$ cat src/rtl/core/usw_pkg.sv
// ----------------------------------------------------------------------------
// usw_pkg
// Shared sizes, status codes and op codes of the urn sampler.
// ----------------------------------------------------------------------------
package usw_pkg;

    localparam int NUM_SLOTS   = 64;
    localparam int COUNT_WIDTH = 32;
    localparam int TOTAL_WIDTH = 38;
    localparam int SLOT_WIDTH  = 6;
    localparam int LOAD_WIDTH  = 32;
    localparam int ADDR_WIDTH  = (NUM_SLOTS > 1) ? $clog2(NUM_SLOTS) : 1;

    typedef enum logic {
        OP_LOAD = 1'b0,
        OP_DRAW = 1'b1
    } op_t;

    typedef enum logic [1:0] {
        ST_DRAW_OK   = 2'd0,
        ST_LOAD_DONE = 2'd1,
        ST_EMPTY     = 2'd2,
        ST_RANGE     = 2'd3
    } status_t;

endpackage

$ cat src/rtl/core/usw_ram.sv
// ----------------------------------------------------------------------------
// usw_ram
// Generic single-write, single-read RAM with registered read data.
// ----------------------------------------------------------------------------
module usw_ram #(
    parameter int WIDTH = 32,
    parameter int DEPTH = 64
) (
    input  logic                                      aclk,
    input  logic                                      wr_en,
    input  logic [((DEPTH > 1) ? $clog2(DEPTH) : 1)-1:0] wr_addr,
    input  logic [WIDTH-1:0]                          wr_data,
    input  logic [((DEPTH > 1) ? $clog2(DEPTH) : 1)-1:0] rd_addr,
    output logic [WIDTH-1:0]                          rd_data
);

    logic [WIDTH-1:0] mem [DEPTH];

    always_ff @(posedge aclk) begin
        if (wr_en) begin
            mem[wr_addr] <= wr_data;
        end
        rd_data <= mem[rd_addr];
    end

endmodule

$ cat src/rtl/core/urn_sampler_without_replacement_unit.sv
// ----------------------------------------------------------------------------
// urn_sampler_without_replacement_unit
// Load: result registered from S_LOAD. Draw that hits slot k: S_SCAN walks
// slots 0 to k; empty table or index out of range: result valid in the cycle
// after accept. One item at a time; the walk is paced by the single read
// port of the count RAM, which it walks one slot per cycle.
// Reset clears the total and the per-slot valid flags; no clearing pass.
// ----------------------------------------------------------------------------
module urn_sampler_without_replacement_unit (
    input  logic                                aclk,
    input  logic                                aresetn,
    input  logic                                s_valid,
    output logic                                s_ready,
    input  logic                                s_op,
    input  logic [usw_pkg::SLOT_WIDTH-1:0]      s_slot,
    input  logic [usw_pkg::LOAD_WIDTH-1:0]      s_load_count,
    input  logic [usw_pkg::TOTAL_WIDTH-1:0]     s_rand_index,
    output logic                                m_valid,
    input  logic                                m_ready,
    output logic [usw_pkg::SLOT_WIDTH-1:0]      m_chosen_slot,
    output usw_pkg::status_t                    m_status,
    output logic [usw_pkg::TOTAL_WIDTH-1:0]     m_total_left
);

    import usw_pkg::*;

    typedef enum logic [1:0] {
        S_IDLE,
        S_LOAD,
        S_SCAN
    } state_t;

    state_t                   state_reg, state_next;
    logic [NUM_SLOTS-1:0]     valid_reg, valid_next;
    logic                     vld_rd_reg;
    logic [TOTAL_WIDTH-1:0]   total_reg, total_next;
    logic [TOTAL_WIDTH-1:0]   idx_reg, idx_next;
    logic [ADDR_WIDTH-1:0]    scan_idx_reg, scan_idx_next;
    logic [ADDR_WIDTH-1:0]    slot_reg, slot_next;
    logic [COUNT_WIDTH-1:0]   cnt_reg, cnt_next;
    logic                     m_valid_reg, m_valid_next;
    logic [SLOT_WIDTH-1:0]    chosen_reg, chosen_next;
    status_t                  status_reg, status_next;
    logic [TOTAL_WIDTH-1:0]   total_left_reg, total_left_next;

    logic                     wr_en;
    logic [ADDR_WIDTH-1:0]    wr_addr;
    logic [COUNT_WIDTH-1:0]   wr_data;
    logic [ADDR_WIDTH-1:0]    rd_addr;
    logic [COUNT_WIDTH-1:0]   rd_data;

    logic [COUNT_WIDTH-1:0]   count_cur;
    logic [TOTAL_WIDTH:0]     diff;
    logic                     hit;
    logic                     last;
    logic                     out_free;
    logic                     accept;
    logic [TOTAL_WIDTH-1:0]   load_total;

    usw_ram #(
        .WIDTH (COUNT_WIDTH),
        .DEPTH (NUM_SLOTS)
    ) u_count_ram (
        .aclk    (aclk),
        .wr_en   (wr_en),
        .wr_addr (wr_addr),
        .wr_data (wr_data),
        .rd_addr (rd_addr),
        .rd_data (rd_data)
    );

    assign count_cur  = vld_rd_reg ? rd_data : '0;
    assign diff       = {1'b0, idx_reg}
                      - {{(TOTAL_WIDTH + 1 - COUNT_WIDTH){1'b0}}, count_cur};
    assign hit        = diff[TOTAL_WIDTH];
    assign last       = (scan_idx_reg == ADDR_WIDTH'(NUM_SLOTS - 1));
    assign out_free   = !m_valid_reg || m_ready;
    assign s_ready    = (state_reg == S_IDLE) && out_free;
    assign accept     = s_valid && s_ready;
    assign load_total = total_reg
                      - {{(TOTAL_WIDTH - COUNT_WIDTH){1'b0}}, count_cur}
                      + {{(TOTAL_WIDTH - COUNT_WIDTH){1'b0}}, cnt_reg};

    assign m_valid       = m_valid_reg;
    assign m_chosen_slot = chosen_reg;
    assign m_status      = status_reg;
    assign m_total_left  = total_left_reg;

    always_comb begin
        state_next      = state_reg;
        valid_next      = valid_reg;
        total_next      = total_reg;
        idx_next        = idx_reg;
        scan_idx_next   = scan_idx_reg;
        slot_next       = slot_reg;
        cnt_next        = cnt_reg;
        m_valid_next    = m_valid_reg && !m_ready;
        chosen_next     = chosen_reg;
        status_next     = status_reg;
        total_left_next = total_left_reg;
        wr_en           = 1'b0;
        wr_addr         = slot_reg;
        wr_data         = cnt_reg;
        rd_addr         = scan_idx_reg;

        case (state_reg)
            S_IDLE: begin
                rd_addr = (op_t'(s_op) == OP_DRAW) ? '0 : ADDR_WIDTH'(s_slot);
                if (accept) begin
                    if (op_t'(s_op) == OP_LOAD) begin
                        slot_next = ADDR_WIDTH'(s_slot);
                        cnt_next  = COUNT_WIDTH'(s_load_count);
                        if (int'(s_slot) < NUM_SLOTS) begin
                            state_next = S_LOAD;
                        end else begin
                            m_valid_next    = 1'b1;
                            chosen_next     = '0;
                            status_next     = ST_LOAD_DONE;
                            total_left_next = total_reg;
                        end
                    end else begin
                        idx_next      = s_rand_index;
                        scan_idx_next = '0;
                        if (total_reg == '0) begin
                            m_valid_next    = 1'b1;
                            chosen_next     = '0;
                            status_next     = ST_EMPTY;
                            total_left_next = total_reg;
                        end else if (s_rand_index >= total_reg) begin
                            m_valid_next    = 1'b1;
                            chosen_next     = '0;
                            status_next     = ST_RANGE;
                            total_left_next = total_reg;
                        end else begin
                            state_next = S_SCAN;
                        end
                    end
                end
            end
            S_LOAD: begin
                rd_addr = slot_reg;
                if (out_free) begin
                    wr_en                = 1'b1;
                    wr_addr              = slot_reg;
                    wr_data              = cnt_reg;
                    valid_next[slot_reg] = 1'b1;
                    total_next           = load_total;
                    m_valid_next         = 1'b1;
                    chosen_next          = '0;
                    status_next          = ST_LOAD_DONE;
                    total_left_next      = load_total;
                    state_next           = S_IDLE;
                end
            end
            S_SCAN: begin
                if (hit) begin
                    if (out_free) begin
                        wr_en                    = 1'b1;
                        wr_addr                  = scan_idx_reg;
                        wr_data                  = count_cur - COUNT_WIDTH'(1);
                        valid_next[scan_idx_reg] = 1'b1;
                        total_next               = total_reg - TOTAL_WIDTH'(1);
                        m_valid_next             = 1'b1;
                        chosen_next              = SLOT_WIDTH'(scan_idx_reg);
                        status_next              = ST_DRAW_OK;
                        total_left_next          = total_reg - TOTAL_WIDTH'(1);
                        state_next               = S_IDLE;
                    end
                end else if (last) begin
                    if (out_free) begin
                        m_valid_next    = 1'b1;
                        chosen_next     = '0;
                        status_next     = ST_RANGE;
                        total_left_next = total_reg;
                        state_next      = S_IDLE;
                    end
                end else begin
                    idx_next      = diff[TOTAL_WIDTH-1:0];
                    scan_idx_next = scan_idx_reg + ADDR_WIDTH'(1);
                    rd_addr       = scan_idx_reg + ADDR_WIDTH'(1);
                end
            end
            default: begin
                state_next = S_IDLE;
            end
        endcase
    end

    always_ff @(posedge aclk) begin
        vld_rd_reg     <= valid_reg[rd_addr];
        idx_reg        <= idx_next;
        scan_idx_reg   <= scan_idx_next;
        slot_reg       <= slot_next;
        cnt_reg        <= cnt_next;
        chosen_reg     <= chosen_next;
        status_reg     <= status_next;
        total_left_reg <= total_left_next;
        if (!aresetn) begin
            state_reg   <= S_IDLE;
            valid_reg   <= '0;
            total_reg   <= '0;
            m_valid_reg <= 1'b0;
        end else begin
            state_reg   <= state_next;
            valid_reg   <= valid_next;
            total_reg   <= total_next;
            m_valid_reg <= m_valid_next;
        end
    end

endmodule

$ cat config.mk
export PLATFORM = sky130hd
export DESIGN_NAME = urn_sampler_without_replacement_unit
export DESIGN_NICKNAME = d
export VERILOG_FILES = /design/src/rtl/core/usw_pkg.sv /design/src/rtl/core/usw_ram.sv /design/src/rtl/core/urn_sampler_without_replacement_unit.sv
export SDC_FILE = /design/constraint.sdc
export NUM_CORES = 2
export LEC_CHECK = 0
export BUFFER_PORTS_ARGS = -buffer_cell sky130_fd_sc_hd__buf_4
export CAP_MARGIN = 5
export CORE_ASPECT_RATIO = 0.7
export CORE_MARGIN = 10
export CORE_UTILIZATION = 43
export DETAILED_ROUTE_END_ITERATION = 6
export MAX_ROUTING_LAYER = met4
export SYNTH_ARGS = -nofsm -noshare
export SYNTH_HDL_FRONTEND = slang
export SYNTH_SLANG_ARGS = --single-unit
export TNS_END_PERCENT = 10
$ cat constraint.sdc
create_clock -name aclk -period 10 [get_ports aclk]
set_input_delay 2.5 -clock aclk [delete_from_list [all_inputs] [get_ports aclk]]
set_output_delay 2.5 -clock aclk [all_outputs]
set_load 0.01 [all_outputs]
* Word level (Yosys, flattened, before mapping) *
Memory sizes are Yosys's and may differ from the RTL's. A register that Yosys moved wholly into a read port is not among the register bits.
Index checks and enable logic that the tools add are counted.
W data, S select, Z words.

storage, ports and cells
  register bits after elaboration = 234
  bits in writable memories = 2048
  input bits = 81
  output and inout bits = 48
  word-level logic and storage cells = 144
  memories = 1

cells by class
  add/subtract/negate cells = 6
  order comparisons = 6
  equality and inequality tests = 15
  mux-type cells = 81
  bitwise logic cells = 3
  reduce and logical (&&, ||, !) cells = 20

memory list
  name             words  bits a word  rd ports  clocked after Yosys merged registers in  wr ports  line           source
  u_count_ram.mem  64     32           1         1                                        1         usw_ram.sv:17  logic [WIDTH-1:0] mem [DEPTH];

operator list
  kind                     number
  $mux W38                 14
  $mux W64                 3
  $pmux W38 S2             2
  $mux W32                 4
  $or A64 B64 Y64          2
  $pmux W64 S2             1
  $pmux W38 S3             1
  $mux W6                  16
  $sub A38 B32 Y39         1
  $add A38 B32 Y38         1
  $ge A38 B38 Y1           1
  $logic_not A38 Y1        1
  $sub A38 B1 Y38 const B  1
  $sub A38 B32 Y38         1
  $pmux W6 S3              2
  $mux W2                  16
  $sub A32 B1 Y32 const B  1
  $lt A6 B7 Y1 const B     3
  $mux W1                  14
  $ne A2 B2 Y1 const B     7
  $demux W1 S6             2
  $ge A6 B1 Y1 const B     2
  $ne A3 B3 Y1 const B     4
  $pmux W2 S3              2
  21 further kinds         29

* Depth between registers and ports, before layout *
  depth after elaboration = 8
  depth in mapped cells = 23
  depth with buffers taken out = 18

* Hierarchy *
A second synthesis with hierarchy kept.

second synthesis, totals
  cells, all modules = 5753
  area total of the unflattened synthesis = 97502.3 µm²

modules (own cells, without submodules)
  module                                instances  cells an instance  area an instance (µm²)  sequential area each (µm²)
  usw_ram                               1          3511               79039.6                 62139.6
  urn_sampler_without_replacement_unit  1          2242               18462.7                 5965.7

* Worst setup path after synthesis *
OpenSTA, ideal clock, no wires.

  path type = register -> register
  start point = register vld_rd_reg
  end point = memory u_count_ram.mem[0][27], data pin
  library setup time = 702 ps
  arrival = 6541 ps
  data required time = 9298 ps
  slack = 2757 ps
  cell stages (with the launch flop) = 18
  buffers on the path = 8
  period minus slack after synthesis = 7243 ps
  cell sequence = dfxtp_1 > clkbuf_1 > clkbuf_1 > clkbuf_1 > clkbuf_1 > buf_1 > nand2_1 > ha_1 > a2111o_1 > o21ai_1 > o21ai_1 > a211o_1 > clkbuf_1 > nor2_1 > nand2_1 > clkbuf_1 > clkbuf_1 > o21ai_0

on the way
  word-level cells in the longest chain between the ends = 5
  elaborated cells on any way between the ends = 6
  those cells by class = add/sub: 2; mux: 4

RTL lines
  what                         line                                         source
  start, declared              urn_sampler_without_replacement_unit.sv:35   logic vld_rd_reg;
  start signal, assigned       urn_sampler_without_replacement_unit.sv:190  vld_rd_reg <= valid_reg[rd_addr];
  $mux W32 *                   urn_sampler_without_replacement_unit.sv:72   assign count_cur = vld_rd_reg ? rd_data : '0;
  $sub A32 B1 Y32              urn_sampler_without_replacement_unit.sv:160  wr_data = count_cur - COUNT_WIDTH'(1);
  $mux W32                     urn_sampler_without_replacement_unit.sv:157  if (out_free) begin
  $mux W32 *                   urn_sampler_without_replacement_unit.sv:156  if (hit) begin
  $mux W32 *                   n/a
  via u_count_ram.wr_data[27]  usw_ram.sv:12                                input logic [WIDTH-1:0] wr_data,
  end, declared                usw_ram.sv:17

Mark *: on every way through the listed nets, which the timed path passes. The rest lies on a longest branch.

* Worst setup path in the final report *
  start point = register vld_rd_reg
  end point = register u_count_ram.rd_data[8], read port of u_count_ram.mem

on the way
  word-level cells in the longest chain between the ends = 4

RTL lines
  what              line                                         source
  $mux W32          urn_sampler_without_replacement_unit.sv:72
  $sub A38 B32 Y39  urn_sampler_without_replacement_unit.sv:74   - {{(TOTAL_WIDTH + 1 - COUNT_WIDTH){1'b0}}, count_cur};
  $mux W6           n/a
  $pmux W6 S3       urn_sampler_without_replacement_unit.sv:106  case (state_reg)
  end, declared     usw_ram.sv:14                                output logic [WIDTH-1:0] rd_data

Every way passes these cells.
A chain may end at the register's enable or synchronous reset.

==> out/metrics.yaml <==
die:
  boundaryPins: 129
  die_w_um: 593.0
  core_um2: 229000
  die_area_um2: 249700
  die_h_um: 421.1
  fp-row-count: 147
  start_util: 0.4316
yosys:
  yosysUniqueCellTypes: 79
  yosysWarnings: 0
  synth_area_per_cell_um2: 12.34
  synth_cells: 8011
  ys_seq_area_frac: 0.6892
  ys_ff_latch: 2314
  synthTopCellsByArea: "edfxtp_1 (66%), nand2_1 (6.7%), nand3_1 (4.0%)"
  synth-edff-count: 2176
  synth.top_cell.area_share: 0.6612
  yosys.area.top_type: "edfxtp_1"
  syn-num-nets: 8246
  synthArstFlopShare: 0
  yosys_most_used_dff: "edfxtp_1"
  netlist_area_um2: 98820
detailed_routing:
  dr.pass1.iters: 7
  totalWireLength_um: 330100
  drc: 0
  routed_via_density: 6.019
  drt-initial-drc-count: 10885
  routedWlPerCell_um: 29.02
  dr_total_vias: 68466
  postRouteAntennaNets: 0
sta:
  setup_ws_ns: 2.011
  worst_slew_pin_slew_ns: 1.456
  final.setup.tns_ns: 0
  timing.fmax_mhz: 125.2
  drv_slew: 0
  finalHoldViolCount: 0
  grt_setup_unrepaired: "no"
  final.min_clock_period_ns: 7.989
  slew_headroom: 0.02910
  finalCritPeriodShare: 0.7989
  clock_skew_ns: 0.06960
  setup_viol: 0
power:
  switching_share: 0.4116
  pwr-share-comb: 0.407
  power_uw: 34080
  power.internal_uw: 20050
  p_clk_frac: 0.249
  p_seq_frac: 0.344
  peakVddDrop_v: 0.0002770
  switchingPower_uw: 14030
  p_leak_uw: 0.03827
  power.density_nw_per_um2: 305.0
worst_setup_path:
  cp-end-kind: "flip-flop"
  cp_max_fo: 40
  cp_slowest_cell: "nand4_1"
  required_ns: 10.72
  startpoint_type: "flip-flop"
  cp.arrival_ns: 8.71
  crit_chain: "buf_4, nand2_1, inv_1, ha_1, fa_1, nor2b_1, o31a_1, o21ai_1, o21ai_1, a211oi_4, nor3_1, o31a_2, nand3_4, buf_4, buf_4, o22ai_1, o21ai_1, nand4_1, or4_1"
  crit_type: "reg2reg"
  max_stage_delay_ns: 0.81
global_routing:
  antenna_found_initial: 32
  grt_start_max_net_pins: 158
  grt_pass1_vias: 63095
  grt_overflow: 0
  grt_pass1_wl_um: 466400
  track_usage: 0.2613
placed_design:
  pre_cts_ws_ns: 2.112
  dp.final_hpwl_um: 196400
  dpl.cell_count: 10923
  io_buffers: 128
  place.gp.congestion: 0.9481
layout:
  seqCellArea_um2: 68110
  syn2layout_area_growth_pct: 13.05
  utilization: 0.4879
  fill_cells: 19918
  nNetsFinal: 8323
  final_cells: 11375
  largest_register_ffs: 2048
  multi_input_area_um2: 29080
  drive_above_1_share: 0.09916
clock_tree:
  clkSinkCount: 2314
  ctsResizeCount: 0
  post-cts-setup-buffers: 0
  hold_buffers: 0
  cts_tree: "built"
  clock_path_buffers: 4
  clk_pin_slew_ns: 0.06
  clk-insertion-delay-late_ns: 0.92
  htreeDepth: 4
  numCtsBuffers: 216
  cts-root-buf: "clkbuf_16"
run:
  max_cap_violations: 0
worst_hold_path:
  hold_class: "reg2reg"
status:
  outcome: "finished clean"
## placed cells by master, fill, tap and decap left out, types with 35 or more instances in the layout
cell type	netlist	final
nor3_1	52	50
o22ai_1	194	194
a21o_1	55	54
nor2b_1	38	35
nand2_1	1761	1759
xnor2_1	71	71
nand4_1	79	79
nor4_1	73	73
o21a_1	87	85
nor2_1	262	192
nand3_1	787	786
nor2_4	0	71
a21oi_1	412	411
diode_2	0	62
inv_1	197	196
clkbuf_16	0	219
o21ai_0	186	155
clkinv_1	0	35
buf_4	9	316
edfxtp_1	2176	2176
ha_1	121	118
mux2i_1	322	317
clkbuf_1	361	48
or4_1	36	36
a22oi_1	69	69
dfxtp_1	138	137
## cell type report
| type | instances | area share |
|---|---|---|
| antenna | 62 | 0.001389 |
| clock buffer | 279 | 0.05214 |
| clock inverter | 110 | 0.01118 |
| inverter | 197 | 0.006619 |
| multi-input combinational | 5024 | 0.2603 |
| sequential | 2314 | 0.6096 |
| tap | 3054 | 0.03420 |
| timing repair buffer | 335 | 0.02456 |
## metal layers
layer,vias to the layer above,wire [µm],global-route usage,part of all wire
li1,29608,-,-,-
met1,34059,141800,0.3834,0.43
met2,4250,135800,0.3514,0.41
met3,549,42890,0.07624,0.13
met4,0,9528,0.07069,0.029
met5,-,0,-,0
## worst max-delay path: cells and delay by family, from the launching register on
family	cells	cell delay (ns)
compound gates	7	2.82
simple gates	6	2.76
buf+inv	4	1.22
flops	1	0.49
fa+ha+maj	2	0.44
## logic make-up (layout without fill, tap and decap cells)
kind of cell    count (synthesis)  count (layout)  synth area share
simple gates                 3204            3204            0.1419
flops                        2314            2314            0.6892
compound gates               1227            1227           0.07637
buf+inv                       673             921           0.02688
mux                           350             350           0.03581
fa+ha+maj                     154             154           0.02200
xor+xnor                       89              89          0.007888
other cells                     0              62                 0
## synthesized netlist by cell type, types with 16 or more instances
cell type,count
mux2_2,28
o21bai_1,16
nor2_1,262
or4_1,36
nor3_1,52
nand3_1,787
nor2b_1,38
buf_2,71
a21o_1,55
a21oi_1,412
and3_1,23
clkbuf_1,361
o21a_1,87
dfxtp_1,138
nand4_1,79
buf_1,34
xor2_1,18
o21ai_0,186
nor4_1,73
xnor2_1,71
fa_1,33
o22ai_1,194
and2_1,26
inv_1,197
a22o_1,23
ha_1,121
edfxtp_1,2176
a22oi_1,69
nand2_1,1761
o21ai_1,31
a31oi_1,35
nand2b_1,25
mux2i_1,322
## power by group through the flow
stage	Sequential, µW	Clock [µW]	Combinational [µW]
finish	11700	8500	13900
global route	11700	8940	14700
CTS	11700	8550	13500
detailed placement	11900	0	13400
global placement	11900	0	13300
floorplan	11700	0	8360
## metrics by stage
stage	hold WS [ns]	cell area, µm²
detailed placement	0.4525	104500
global placement	0.4469	104500
floorplan	0.4397	98820
global route	0.4751	111700
finish	0.4644	111700
CTS	0.4674	111600
## final timing paths
kind                                    start                      to  slack [ns]  cells past startpoint
worst min-delay path            valid_reg[49]           valid_reg[49]        0.46                      1
worst min register to register  valid_reg[49]           valid_reg[49]        0.46                      1
worst max-delay path               vld_rd_reg  u_count_ram.rd_data[8]        2.01                     19
worst max register to register     vld_rd_reg  u_count_ram.rd_data[8]        2.01                     19
(Power assumes the default switching activity.)
